## config.mk

```make
export PLATFORM = sky130hd
export DESIGN_NAME = scc_ctrl
export DESIGN_NICKNAME = d
export VERILOG_FILES = /design/src/scc_pkg.sv /design/src/scc_ctrl.sv
export VERILOG_INCLUDE_DIRS = /design/src /design/src/src
export SDC_FILE = /design/constraint.sdc
export NUM_CORES = 1
export LEC_CHECK = 0
export BUFFER_PORTS_ARGS = -buffer_cell sky130_fd_sc_hd__buf_4
export CORE_ASPECT_RATIO = 1.4
export CORE_MARGIN = 2
export CORE_UTILIZATION = 25
export CTS_BUF_LIST = sky130_fd_sc_hd__clkbuf_8
export DETAILED_ROUTE_END_ITERATION = 8
export SYNTH_ARGS = -nofsm -noshare
export SYNTH_HDL_FRONTEND = slang
export SYNTH_SLANG_ARGS = --single-unit
```

## constraint.sdc

```tcl
create_clock -name aclk -period 3.65 [get_ports aclk]
set_input_delay 0.1825 -clock aclk [delete_from_list [all_inputs] [get_ports aclk]]
set_output_delay 0.1825 -clock aclk [all_outputs]
set_load 0.02 [all_outputs]
```

## src/strongly_connected_components_core_macros.svh

```systemverilog
// Assertion macros shared by the strongly connected components core.
`ifndef STRONGLY_CONNECTED_COMPONENTS_CORE_MACROS_SVH
`define STRONGLY_CONNECTED_COMPONENTS_CORE_MACROS_SVH

// Concurrent check on a named clock with an active-low reset.
`define SCC_ASSERT_CLK(lbl, clk, rstn, prop, msg) \
    lbl: assert property (@(posedge clk) disable iff (!rstn) prop) else $error(msg);

// Concurrent check on the core clock and reset.
`define SCC_ASSERT(lbl, prop, msg) `SCC_ASSERT_CLK(lbl, aclk, aresetn, prop, msg)

`endif

```

## src/scc_pkg.sv

```systemverilog
// Package of constants, codes and controller/datapath types for the component search core.
package scc_pkg;

    localparam int MAX_VERTICES = 64;
    localparam int MAX_DEGREE   = 16;

    localparam int V_W        = $clog2(MAX_VERTICES);
    localparam int DEPTH_W    = $clog2(MAX_VERTICES + 1);
    localparam int POS_W      = $clog2(MAX_DEGREE + 1);
    localparam int STORE_AW   = $clog2(MAX_VERTICES * MAX_DEGREE);
    localparam int STORE_D    = MAX_VERTICES * MAX_DEGREE;
    localparam int CFG_W      = 7;
    localparam int VCNT_W     = 7;
    localparam int COMP_W     = 6;
    localparam int MODE_W     = 2;
    localparam int IN_TDATA_W = 16;
    localparam int M_TDATA_W  = 16;

    localparam logic [MODE_W-1:0] MODE_ADD   = 2'd0;
    localparam logic [MODE_W-1:0] MODE_RUN   = 2'd1;
    localparam logic [MODE_W-1:0] MODE_CLEAR = 2'd2;

    typedef enum logic [3:0] {
        ST_IDLE,
        ST_EDGE,
        ST_RUN_INIT,
        ST_ROOT,
        ST_FETCH,
        ST_TEST,
        ST_CHECK,
        ST_LOWUPD,
        ST_POP_RD,
        ST_POP,
        ST_RET,
        ST_RET_LOAD,
        ST_RET_MERGE,
        ST_FLUSH
    } scc_state_t;

    typedef enum logic [4:0] {
        OP_NONE,
        OP_ACCEPT,
        OP_EDGE_WRITE,
        OP_EDGE_STATUS,
        OP_RUN_INIT,
        OP_ROOT_NEXT,
        OP_VISIT_ROOT,
        OP_VISIT,
        OP_FETCH,
        OP_TEST,
        OP_READ_VNUM,
        OP_LOW_UPD,
        OP_LEAVE,
        OP_POP_READ,
        OP_POP,
        OP_RET_READ,
        OP_RET_LOAD,
        OP_RET_MERGE,
        OP_FLUSH
    } scc_op_t;

    typedef struct packed {
        logic    in_ready;
        scc_op_t op;
    } scc_cmd_t;

    typedef struct packed {
        logic              in_valid;
        logic [MODE_W-1:0] in_mode;
        logic              edge_full;
        logic              root_done;
        logic              root_visited;
        logic              has_succ;
        logic              w_in_range;
        logic              w_visited;
        logic              w_onstack;
        logic              is_root;
        logic              pop_is_v;
        logic              cstack_empty;
        logic              out_free;
        logic              pop_ok;
        logic              pend_valid;
    } scc_status_t;

endpackage

```

## src/scc_ctrl.sv

```systemverilog
// Sequencer that steps the datapath through edge loading and the component search.
`include "strongly_connected_components_core_macros.svh"

module scc_ctrl (
    input  logic                 aclk,
    input  logic                 aresetn,
    input  scc_pkg::scc_status_t st,
    output scc_pkg::scc_cmd_t    cmd
);

    scc_pkg::scc_state_t state_reg, state_next;

    always_ff @(posedge aclk) begin
        if (!aresetn) begin
            state_reg <= scc_pkg::ST_IDLE;
        end else begin
            state_reg <= state_next;
        end
    end

    always_comb begin
        state_next = state_reg;
        case (state_reg)
            scc_pkg::ST_IDLE: begin
                if (st.in_valid) begin
                    case (st.in_mode)
                        scc_pkg::MODE_ADD: state_next = scc_pkg::ST_EDGE;
                        scc_pkg::MODE_RUN: state_next = scc_pkg::ST_RUN_INIT;
                        default:           state_next = scc_pkg::ST_IDLE;
                    endcase
                end
            end
            scc_pkg::ST_EDGE: begin
                if (!st.edge_full || st.out_free) state_next = scc_pkg::ST_IDLE;
            end
            scc_pkg::ST_RUN_INIT: state_next = scc_pkg::ST_ROOT;
            scc_pkg::ST_ROOT: begin
                if (st.root_done) state_next = scc_pkg::ST_FLUSH;
                else if (!st.root_visited) state_next = scc_pkg::ST_FETCH;
            end
            scc_pkg::ST_FETCH: state_next = scc_pkg::ST_TEST;
            scc_pkg::ST_TEST: begin
                if (st.has_succ) state_next = scc_pkg::ST_CHECK;
                else if (st.is_root) state_next = scc_pkg::ST_POP_RD;
                else state_next = scc_pkg::ST_RET;
            end
            scc_pkg::ST_CHECK: begin
                if (st.w_in_range && st.w_visited && st.w_onstack) begin
                    state_next = scc_pkg::ST_LOWUPD;
                end else begin
                    state_next = scc_pkg::ST_FETCH;
                end
            end
            scc_pkg::ST_LOWUPD: state_next = scc_pkg::ST_FETCH;
            scc_pkg::ST_POP_RD: state_next = scc_pkg::ST_POP;
            scc_pkg::ST_POP: begin
                if (st.pop_ok) begin
                    state_next = st.pop_is_v ? scc_pkg::ST_RET : scc_pkg::ST_POP_RD;
                end
            end
            scc_pkg::ST_RET: begin
                state_next = st.cstack_empty ? scc_pkg::ST_ROOT : scc_pkg::ST_RET_LOAD;
            end
            scc_pkg::ST_RET_LOAD:  state_next = scc_pkg::ST_RET_MERGE;
            scc_pkg::ST_RET_MERGE: state_next = scc_pkg::ST_FETCH;
            scc_pkg::ST_FLUSH: begin
                if (!st.pend_valid || st.out_free) state_next = scc_pkg::ST_IDLE;
            end
            default: state_next = scc_pkg::ST_IDLE;
        endcase
    end

    always_comb begin
        cmd.in_ready = (state_reg == scc_pkg::ST_IDLE);
        cmd.op       = scc_pkg::OP_NONE;
        case (state_reg)
            scc_pkg::ST_IDLE: begin
                if (st.in_valid) cmd.op = scc_pkg::OP_ACCEPT;
            end
            scc_pkg::ST_EDGE: begin
                if (!st.edge_full) cmd.op = scc_pkg::OP_EDGE_WRITE;
                else if (st.out_free) cmd.op = scc_pkg::OP_EDGE_STATUS;
            end
            scc_pkg::ST_RUN_INIT: cmd.op = scc_pkg::OP_RUN_INIT;
            scc_pkg::ST_ROOT: begin
                if (!st.root_done) begin
                    cmd.op = st.root_visited ? scc_pkg::OP_ROOT_NEXT : scc_pkg::OP_VISIT_ROOT;
                end
            end
            scc_pkg::ST_FETCH: cmd.op = scc_pkg::OP_FETCH;
            scc_pkg::ST_TEST:  cmd.op = st.has_succ ? scc_pkg::OP_TEST : scc_pkg::OP_LEAVE;
            scc_pkg::ST_CHECK: begin
                if (st.w_in_range) begin
                    if (!st.w_visited) cmd.op = scc_pkg::OP_VISIT;
                    else if (st.w_onstack) cmd.op = scc_pkg::OP_READ_VNUM;
                end
            end
            scc_pkg::ST_LOWUPD: cmd.op = scc_pkg::OP_LOW_UPD;
            scc_pkg::ST_POP_RD: cmd.op = scc_pkg::OP_POP_READ;
            scc_pkg::ST_POP: begin
                if (st.pop_ok) cmd.op = scc_pkg::OP_POP;
            end
            scc_pkg::ST_RET: begin
                if (!st.cstack_empty) cmd.op = scc_pkg::OP_RET_READ;
            end
            scc_pkg::ST_RET_LOAD:  cmd.op = scc_pkg::OP_RET_LOAD;
            scc_pkg::ST_RET_MERGE: cmd.op = scc_pkg::OP_RET_MERGE;
            scc_pkg::ST_FLUSH: begin
                if (st.pend_valid && st.out_free) cmd.op = scc_pkg::OP_FLUSH;
            end
            default: cmd.op = scc_pkg::OP_NONE;
        endcase
    end

    // A run always ends with its held result flushed.
    `SCC_ASSERT(a_idle_no_pending, (state_reg == scc_pkg::ST_IDLE) |-> !st.pend_valid, "result still held while idle")
    `SCC_ASSERT(a_pop_holds, (state_reg == scc_pkg::ST_POP && st.pop_ok) |=> st.pend_valid, "popped member not held")
    `SCC_ASSERT(a_flush_done, (state_reg == scc_pkg::ST_FLUSH && st.pend_valid && st.out_free) |=> (state_reg == scc_pkg::ST_IDLE && !st.pend_valid), "flush left a held result")

endmodule

```

# After elaboration in Yosys (flattened, before gate mapping)

Cells that the tools add are included.

Logic and storage cells: 57
Bits in registers: 4
Bits of input ports: 18
Output and inout port bits: 6

Equal/unequal tests: 19
Reduce and logical (&&, ||, !) cells: 11
Multiplexer cells: 26

Operators by type and width:

| operator                                            | number |
|---|---|
| one-hot mux 5 bit (14 select lines)                 | 1 |
| 2-to-1 mux 4 bit                                    | 13 |
| one-hot mux 4 bit (13 select lines)                 | 1 |
| equality test 4 bit, second input constant          | 6 |
| equality test 4 x 3 -> 1 bit, second input constant | 4 |
| 2-to-1 mux 2 bit                                    | 6 |
| equality test 4 x 2 -> 1 bit, second input constant | 2 |
| != test 2 bit, second input constant                | 4 |
| 2-to-1 mux 3 bit                                    | 2 |
| 2-to-1 mux 5 bit                                    | 1 |
| AND reduction 5 bit                                 | 1 |
| equality test 4 x 1 -> 1 bit, second input constant | 1 |
| logical NOT 4 bit                                   | 1 |
| one-hot mux 2 bit (2 select lines)                  | 1 |
| logical AND 1 bit                                   | 3 |
| != test 3 bit, second input constant                | 1 |
| equality test 2 x 1 -> 1 bit, second input constant | 1 |
| logical NOT 1 bit                                   | 2 |
| logical NOT 2 bit                                   | 1 |
| logical OR 1 bit                                    | 2 |
| OR reduction 2 bit                                  | 1 |
| 2-to-1 mux 1 bit                                    | 1 |

# Logic depth before layout (Yosys ltp)

Gate-level depths: netlist of run 1.

Word-level depth: 4
Mapped depth: 6
Mapped depth without buffers: 4

# Worst setup path after synthesis of run 1

OpenSTA, ideal clock, no wires.

Path kind: register -> register
Start: register state_reg[1]
End: register state_reg[1]
Path buffers: 1
Period minus slack after synthesis: 1.655 ns
Setup time: 0.060 ns
Setup slack: 1.995 ns
Data arrival time: 1.595 ns
Data required time: 3.590 ns
Cell stages (with the launch flop): 6
Cell sequence: dfxtp_1 > or2_1 > buf_2 > nor3_1 > a311o_1 > a32o_1

RTL lines:

| item                   | line           | text |
|---|---|---|
| from (decl)            | scc_ctrl.sv:11 | `scc_pkg::scc_state_t state_reg, state_next;` |
| from (signal assigned) | scc_ctrl.sv:15 | `state_reg <= scc_pkg::ST_IDLE;` |
| from (signal assigned) | scc_ctrl.sv:17 | `state_reg <= state_next;` |

==> summary.md, run 1 <==
| Metric | Value |
|---|---|
| Run status | finished, final reports clean |
| Share of the synthesized area in the top cell type | 11.76% |
| Fraction of synthesis flops using an asynchronous set or reset pin | 0% |
| Static leakage | 0.0003703 uW |
| Worst Hold Path EP | state_reg[2] |
| Height of the die | 65.74 um |
| Setup bufs post-CTS | 0 |
| Kind of path behind the tightest hold check | primary input to register |
| Fraction of the cycle the final worst path needs | 66.03% |
| First DRT Iteration DRCs | 21 |
| Data required time at the worst endpoint | 3.47 ns |
| Maximum vdd ir drop | 0.1551 mV |
| Mapped cell area | 680.7 um2 |
| Reg2reg start | state_reg[2] |
| Final min period | 2.410 ns |
| I/O Pins | 24 |
| Post-detailed-route count of antenna-violating nets | 0 |
| Post-Synthesis Net Count | 115 |
| Fraction of layout cells with a size suffix above 1 | 27.83% |
| Pwr Density | 318.9 nW/um2 |
| Ratio of routed vias to standard cells | 5.232 |
| Most frequently used flop master after synthesis | sky130_fd_sc_hd__dfxtp_1 |
| Timing-limited maximum frequency | 414.9 MHz |
| Sort of element at the end of the critical path | output pin |
| Worst hold path cell count | 2 |
| Via count | 790 |
| Number of antenna violations at the first check in global routing | 0 |
| Starting density of the core | 26.03% |
| Slew Limit Fails | 0 |
| DIE WIDTH | 48.10 um |
| Row Count | 22 |
| Critical register-to-register path endpoint | state_reg[1] |
| Congestion Overflow GR | 0 |
| Core Area | 2615 um2 |
| Die footprint | 3162 um2 |
| TritonCTS sink count | 4 |
| Later-pin clock latency in the skew report | 0.22 ns |
| Number of endpoints with negative hold slack in the final report | 0 |
| Yosys top cell by area | sky130_fd_sc_hd__dfxtp_1 |
| Vias in the first global route | 752 |
| Routed wire length | 2008 um |
| Depth of the worst register-to-register path | 4 |
| Library cell appearing most often on the critical path | sky130_fd_sc_hd__o21ai_1 |
| Routed wirelength normalized by instance count | 13.30 um |
| Worst Min Path Start | aresetn |
| Number of flip-flops in the largest register | 4 |
| Top cells by count, synth | sky130_fd_sc_hd__nor2_1 (7), sky130_fd_sc_hd__a21oi_1 (5), sky130_fd_sc_hd__buf_2 (5), sky130_fd_sc_hd__nor2b_1 (5) |
| NumNets Final | 135 |
| Worst-path maximum fanout | 25 |
| #FFs+latches synth | 4 |
| CTS tree | yes |
| Biggest area contributors in the synthesized netlist | sky130_fd_sc_hd__dfxtp_1 (12%), sky130_fd_sc_hd__nor2b_1 (4.6%), sky130_fd_sc_hd__nor2_1 (3.9%) |
| Transition time at the pin with the least slew margin | 0.7445 ns |
| Unique masters post-synth | 43 |
| Residual DRC count | 0 |
| Final hold slack | 0.2067 ns |
| Most used standard cell by instance count after synthesis | sky130_fd_sc_hd__nor2_1 |
| Slowest stage delay, CP | 0.79 ns |
| Critical path, cell by cell | and3b_1, o21ai_1, o21ai_1, or4_1, buf_4 |
| Sort of element at the start of the critical path | register |
| Area growth, synth to finish | 31.07% |
| Number of input and output port buffers inserted | 23 |
| RSZ-0062 raised after global routing | no |
| Post-CTS resize count | 0 |
| Clock skew | 0.001885 ns |
| Fin Setup TNS | 0 ns |
| # Max-Cap Violations | 0 |
| Number of warnings issued by yosys | 0 |
| Worst-path clk slew | 0.03 ns |
| Detailed-routing iteration count for the pre-antenna-repair pass | 4 |
| Clock tree buffer depth | 2 |
| Count of flip-flops with a built-in enable after synthesis | 0 |
| Post-Synthesis Mean Instance Area | 7.017 um2 |
| Crit path max-delay cell type | sky130_fd_sc_hd__dfxtp_1 |
| Flop2flop setup slack | 1.78 ns |
| CTS H-tree lvls | 1 |
| Placed wire-length estimate after detailed placement | 1561 um |
| Maximum number of pins on one net before global-route repair | 26 |
| Start-to-end type of the worst setup path | register to output pin |
| Fraction of the yosys area taken by sequential cells | 11.76% |
| Post-synthesis instance total | 97 |
| Overall fraction of global-route tracks in use | 14.76% |
| Antenna Cells | 0 |
| First-pass GRT wire length | 3415 um |
| Inserted Clock Buffers | 3 |
| Hold buffers post-CTS | 0 |
| Clock Root Buffer | sky130_fd_sc_hd__clkbuf_8 |
| Final setup violating endpoints | 0 |
| Normalized max-slew margin | 50.30% |
| Signal arrival time at the worst endpoint | 2.23 ns |
| Gpl congestion | 0.8273 |
placed cells by master, fill, tap and decap left out, types with 3 or more instances in the layout:
cell type | synthesis | routed
sky130_fd_sc_hd__nand2_1 | 4 | 4
sky130_fd_sc_hd__nor3_1 | 3 | 3
sky130_fd_sc_hd__nor2b_1 | 5 | 5
sky130_fd_sc_hd__o21ai_0 | 4 | 4
sky130_fd_sc_hd__clkbuf_8 | 0 | 3
sky130_fd_sc_hd__dfxtp_1 | 4 | 4
sky130_fd_sc_hd__nand4_1 | 3 | 3
sky130_fd_sc_hd__o22ai_1 | 3 | 3
sky130_fd_sc_hd__nand2b_1 | 4 | 4
sky130_fd_sc_hd__inv_1 | 4 | 4
sky130_fd_sc_hd__nor2_1 | 7 | 7
sky130_fd_sc_hd__or3_1 | 3 | 3
sky130_fd_sc_hd__o21ai_1 | 3 | 3
sky130_fd_sc_hd__buf_4 | 3 | 23
sky130_fd_sc_hd__nand3_1 | 3 | 3
sky130_fd_sc_hd__a21oi_1 | 5 | 5
critical path: cells and delay by family, from the launching register on:
kind            cells  cell delay (ns)
flops               1             0.79
simple gates        2             0.78
compound gates      2             0.26
buf+inv             1             0.17
metrics by stage:
stage,setup slack (ns),cell area (um2),power (uW),utilization (%),cells
finish,1.240,892.1,284.5,34.11,151
global route,1.075,892.1,308.7,34.11,151
CTS,1.260,892.1,287.5,34.11,151
detailed placement,1.492,850.8,192.9,32.54,148
global placement,1.544,850.8,191.5,32.54,148
floorplan,1.995,680.7,152.4,-,97
final cells by class:
class	instances	area (um2)
fill	314	1723
multi-input combinational	80	534.3
timing repair buffer	23	172.7
sequential	4	80.08
tap	36	45.04
clock buffer	3	41.29
inverter	5	18.77
routing by layer:
metal | vias to the layer above | global-route usage, % | wire length (um)
met1 | 370 | 17.36 | 791
li1 | 402 | - | -
met5 | - | 0 | 0
met3 | 2 | 1.648 | 62
met4 | 0 | 4.054 | 17
met2 | 16 | 26.50 | 1137
logic make-up after synthesis:
logic type | synth area share [%]
muxes | 1.471
xor gates and xnor gates | 1.287
DFF | 11.77
buffers and inverters | 9.741
AOI/OAI and AO/OA | 29.04
and+or+nand+nor | 46.69
where the power goes:
group          total, uW  internal [uW]  leakage, uW  switching [uW]
registers           68.7           48.2    0.0000326            20.5
logic                124           62.5     0.000316            61.8
clock network       91.5           70.1    0.0000216            21.3
how the worst max path moves through the flow:
stage	from	slack (ns)	end	cells after the start
5_1_grt	state_reg[3]	1.07	cmd[0]	5
4_1_cts	state_reg[3]	1.26	cmd[0]	5
3_5_place_dp	state_reg[3]	1.49	cmd[0]	5
3_3_place_gp	state_reg[3]	1.54	cmd[0]	5
6_report	state_reg[3]	1.24	cmd[0]	5
2_1_floorplan	state_reg[1]	1.99	state_reg[1]	5
Power figures use the tool's default switching activity.
==> inputs of run 2 (changes only) <==
- clock period: 3.65 -> 2.25 ns (I/O delays scaled with it)
==> run 2 against run 1 <==
- setup slack worse by 1.1 ns
- sequential power is 39% higher
- via count is 0.76% lower
- global-route usage is 1.4 points lower
- cell area is 1.7% higher
- clock-buffer cell count stayed put
- final cell count is 1.3% higher
- critical path depth is 1 lower
- first-iteration DRC count is 4.8% lower
- critical path type unchanged
- largest cell class unchanged
- highest routed layer unchanged
==> summary.md, run 2 (synthesis results as in run 1) <==
| Metric | Value |
|---|---|
| Reg2reg start | state_reg[2] |
| Sort of element at the end of the critical path | output pin |
| Post-CTS resize count | 0 |
| Pwr Density | 517.9 nW/um2 |
| CTS tree | yes |
| Height of the die | 65.74 um |
| First-pass GRT wire length | 3105 um |
| Fraction of the cycle the final worst path needs | 92.62% |
| Inserted Clock Buffers | 3 |
| Row Count | 22 |
| Kind of path behind the tightest hold check | primary input to register |
| Run status | finished, final reports clean |
| Clock tree buffer depth | 2 |
| # Max-Cap Violations | 0 |
| Ratio of routed vias to standard cells | 5.124 |
| Transition time at the pin with the least slew margin | 0.5920 ns |
| Overall fraction of global-route tracks in use | 13.36% |
| Later-pin clock latency in the skew report | 0.22 ns |
| Worst-path maximum fanout | 20 |
| Start-to-end type of the worst setup path | register to output pin |
| Worst-path clk slew | 0.03 ns |
| Post-detailed-route count of antenna-violating nets | 0 |
| Antenna Cells | 0 |
| Smallest setup slack after layout | 0.1661 ns |
| Clock Root Buffer | sky130_fd_sc_hd__clkbuf_8 |
| Congestion Overflow GR | 0 |
| Number of input and output port buffers inserted | 23 |
| Setup bufs post-CTS | 0 |
| Starting density of the core | 26.03% |
| Worst setup slack before clock tree synthesis | 0.4293 ns |
| Commonest non-fill, non-tap cell in the layout | sky130_fd_sc_hd__buf_4 |
| NumNets Final | 137 |
| Vias in the first global route | 729 |
| Routed wire length | 1921 um |
| Slew Limit Fails | 0 |
| Core Area | 2615 um2 |
| Highest-count cells in the layout ignoring fill and taps | sky130_fd_sc_hd__buf_4 (25), sky130_fd_sc_hd__nor2_1 (7), sky130_fd_sc_hd__a21oi_1 (5), sky130_fd_sc_hd__nor2b_1 (5) |
| Number of endpoints with negative hold slack in the final report | 0 |
| Start point of the critical path | state_reg[2] |
| Residual DRC count | 0 |
| Hold buffers post-CTS | 0 |
| Timing-limited maximum frequency | 479.9 MHz |
| Detailed-routing iteration count for the pre-antenna-repair pass | 4 |
| TritonCTS sink count | 4 |
| Final min period | 2.084 ns |
| Layout Cell Area excl Fill | 907.1 um2 |
| I/O Pins | 24 |
| Placed wire-length estimate after detailed placement | 1538 um |
| CTS H-tree lvls | 1 |
| RSZ-0062 raised after global routing | no |
| Normalized max-slew margin | 60.48% |
| Via count | 784 |
| Post-layout power | 469.8 uW |
| Gpl congestion | 0.8184 |
| Clock skew | 0.0002926 ns |
| Sort of element at the start of the critical path | register |
| First DRT Iteration DRCs | 20 |
| Maximum number of pins on one net before global-route repair | 25 |
| DIE WIDTH | 48.10 um |
| Fraction of layout cells with a size suffix above 1 | 29.06% |
| Number of flip-flops in the largest register | 4 |
| Area growth, synth to finish | 33.27% |
| Fin Setup TNS | 0 ns |
| Signal arrival time at the worst endpoint | 1.97 ns |
| Die footprint | 3162 um2 |
| Worst Min Path Start | aresetn |
| Routed wirelength normalized by instance count | 12.56 um |
| Static leakage | 0.0003810 uW |
| Number of antenna violations at the first check in global routing | 0 |
| Final setup violating endpoints | 0 |
| Final hold slack | 0.1279 ns |
| Data required time at the worst endpoint | 2.14 ns |
| Placed cell area | 865.8 um2 |
| Maximum vdd ir drop | 0.2635 mV |
## run 2: changes by cell type in the layout (fill, tap and decap cells not counted), sizes merged
cell  change
buf       +2
## run 2: area by class of cell
| cell class | instances | area [um2] |
|---|---|---|
| Fill cell | 299 | 1708 |
| Multi-Input combinational cell | 80 | 534.3 |
| Timing Repair Buffer | 25 | 187.7 |
| Sequential cell | 4 | 80.08 |
| Tap cell | 36 | 45.04 |
| Clock buffer | 3 | 41.29 |
| Inverter | 5 | 18.77 |
## run 2: power breakdown
part / internal (uW) / switching [uW]
combinational: 107 / 116
sequential: 78.2 / 17.4
clock: 114 / 37.6
## run 2: path summary, 6_finish.rpt
path,to,slack [ns],cells past startpoint
hold / removal,state_reg[2],0.13,2
hold reg to reg,state_reg[0],0.86,3
setup reg to reg,state_reg[1],0.42,4
setup / recovery,cmd[0],0.17,4
## run 2: layer usage
layer  share of wire (%)  vias up  global-route usage, %
li1                    -      408                      -
met1                  41      353                  14.76
met2                  53       16                  22.50
met3                 3.1        7                  2.473
met4                 3.2        0                  7.432
met5                   0        -                      0
## run 2: critical path, cell delays in order (launching register included)
cell and delay (ns):
sky130_fd_sc_hd__dfxtp_1 0.69, sky130_fd_sc_hd__nand4bb_1 0.30, sky130_fd_sc_hd__nor2_1 0.12, sky130_fd_sc_hd__or4_1 0.48, sky130_fd_sc_hd__buf_4 0.17
## run 2: per-stage QoR
step / std cells / utilization, %
floorplan: 97 / -
global placement: 150 / 33.11
detailed placement: 150 / 33.11
CTS: 153 / 34.69
global route: 153 / 34.69
finish: 153 / 34.69
==> inputs of run 3 (changes only) <==
- BUFFER_PORTS_ARGS: -buffer_cell sky130_fd_sc_hd__buf_4 -> -buffer_cell sky130_fd_sc_hd__clkbuf_2
- GPL_TIMING_DRIVEN: default -> 0
- RECOVER_POWER: default -> 50
==> run 3 against run 2 <==
- worst hold slack better by 0.036 ns
- critical path depth rose by 2
- maximum frequency increased by 5.6%
- largest power group unchanged
- highest routed layer unchanged
==> summary.md, run 3 (synthesis results as in run 1) <==
| Metric | Value |
|---|---|
| Clock Root Buffer | sky130_fd_sc_hd__clkbuf_8 |
| Worst-path clk slew | 0.03 ns |
| Post-CTS resize count | 0 |
| Data required time at the worst endpoint | 2.14 ns |
| Highest-count cells in the layout ignoring fill and taps | sky130_fd_sc_hd__clkbuf_2 (22), sky130_fd_sc_hd__nor2_1 (7), sky130_fd_sc_hd__a21oi_1 (6), sky130_fd_sc_hd__nor2b_1 (5) |
| Residual DRC count | 0 |
| Sort of element at the end of the critical path | output pin |
| Fin Setup TNS | 0 ns |
| Placed wire-length estimate after detailed placement | 1729 um |
| Vias in the first global route | 761 |
| Gpl congestion | 0.8635 |
| Height of the die | 65.74 um |
| DIE WIDTH | 48.10 um |
| Row Count | 22 |
| Number of flip-flops in the largest register | 4 |
| Fraction of the cycle the final worst path needs | 87.68% |
| Final setup violating endpoints | 0 |
| Core Area | 2615 um2 |
| Hold buffers post-CTS | 0 |
| Fraction of layout cells with a size suffix above 1 | 30.08% |
| Kind of path behind the tightest hold check | primary input to register |
| Area growth, synth to finish | 28.68% |
| Clock skew | 0.0003418 ns |
| Maximum vdd ir drop | 0.2237 mV |
| First DRT Iteration DRCs | 16 |
| Normalized max-slew margin | 71.80% |
| Setup bufs post-CTS | 0 |
| Timing-limited maximum frequency | 506.9 MHz |
| Slew Limit Fails | 0 |
| Signal arrival time at the worst endpoint | 1.86 ns |
| Number of antenna violations at the first check in global routing | 0 |
| Maximum number of pins on one net before global-route repair | 11 |
| Sort of element at the start of the critical path | register |
| Antenna Cells | 0 |
| Start-to-end type of the worst setup path | register to output pin |
| Ratio of routed vias to standard cells | 5.132 |
| Transition time at the pin with the least slew margin | 0.4229 ns |
| Die footprint | 3162 um2 |
| CTS tree | yes |
| I/O Pins | 24 |
| Overall fraction of global-route tracks in use | 14.88% |
| First-pass GRT wire length | 3353 um |
| Number of endpoints with negative hold slack in the final report | 0 |
| Static leakage | 0.0003908 uW |
| Detailed-routing iteration count for the pre-antenna-repair pass | 4 |
| # Max-Cap Violations | 0 |
| RSZ-0062 raised after global routing | no |
| Via count | 816 |
| Clock tree buffer depth | 2 |
| NumNets Final | 143 |
| Later-pin clock latency in the skew report | 0.22 ns |
| Final min period | 1.973 ns |
| Routed wire length | 2096 um |
| CTS H-tree lvls | 1 |
| Congestion Overflow GR | 0 |
| TritonCTS sink count | 4 |
| Inserted Clock Buffers | 3 |
| Number of input and output port buffers inserted | 23 |
| Post-detailed-route count of antenna-violating nets | 0 |
| Final hold slack | 0.1643 ns |
| Commonest non-fill, non-tap cell in the layout | sky130_fd_sc_hd__clkbuf_2 |
| Run status | finished, final reports clean |
| Routed wirelength normalized by instance count | 13.18 um |
| Starting density of the core | 26.03% |
| Worst-path maximum fanout | 10 |
| Pwr Density | 525.3 nW/um2 |
| Post-layout power | 460.1 uW |
[run 3: worst paths after layout]
| check | from | to | slack, ns | depth (start not counted) |
|---|---|---|---|---|
| max | state_reg[3] | cmd[0] | 0.28 | 6 |
| min | aresetn | state_reg[3] | 0.16 | 2 |
| max reg2reg | state_reg[3] | state_reg[1] | 0.52 | 6 |
| min reg2reg | state_reg[0] | state_reg[1] | 0.85 | 3 |
[run 3: power breakdown]
group / total (uW) / switching [uW] / internal (uW) / leakage, uW
sequential: 85.6 / 7.38 / 78.3 / 0.0000326
combinational: 225 / 131 / 93.6 / 0.000337
clock: 150 / 35.8 / 114 / 0.0000216
[run 3: per-layer routing]
| metal | global-route usage, % | up-vias | share of wire [%] |
|---|---|---|---|
| met5 | 0 | - | 0 |
| met3 | 1.923 | 7 | 2.9 |
| met4 | 9.122 | 0 | 3.7 |
| li1 | - | 422 | - |
| met2 | 24.67 | 20 | 54 |
| met1 | 16.89 | 367 | 39 |
[run 3: cell type report]
| type | count | area (um2) |
|---|---|---|
| plain buffers | 8 | 46.29 |
| clock buffers | 3 | 41.29 |
| fillers | 302 | 1739 |
| inverters | 5 | 18.77 |
| multi-input cells | 80 | 530.5 |
| flip-flops and latches | 4 | 80.08 |
| well taps | 36 | 45.04 |
| repair buffers | 23 | 113.9 |
[run 3: through the flow]
step	setup WS [ns]	instance area [um2]	utilization (%)	std cells
2_1_floorplan	0.5949	680.7	-	97
3_3_place_gp	0.4886	840.8	32.15	156
3_5_place_dp	0.5020	840.8	32.15	156
4_1_cts	0.2692	882.1	33.73	159
5_1_grt	0.1408	875.8	33.49	159
6_report	0.2773	875.8	33.49	159
[run 3: critical path: stages (launching register included)]
cell and delay (ns):
sky130_fd_sc_hd__dfxtp_1 0.41, sky130_fd_sc_hd__buf_2 0.25, sky130_fd_sc_hd__nor2_1 0.10, sky130_fd_sc_hd__nand4_1 0.11, sky130_fd_sc_hd__nor2_1 0.07, sky130_fd_sc_hd__or4_1 0.53, sky130_fd_sc_hd__clkbuf_2 0.17
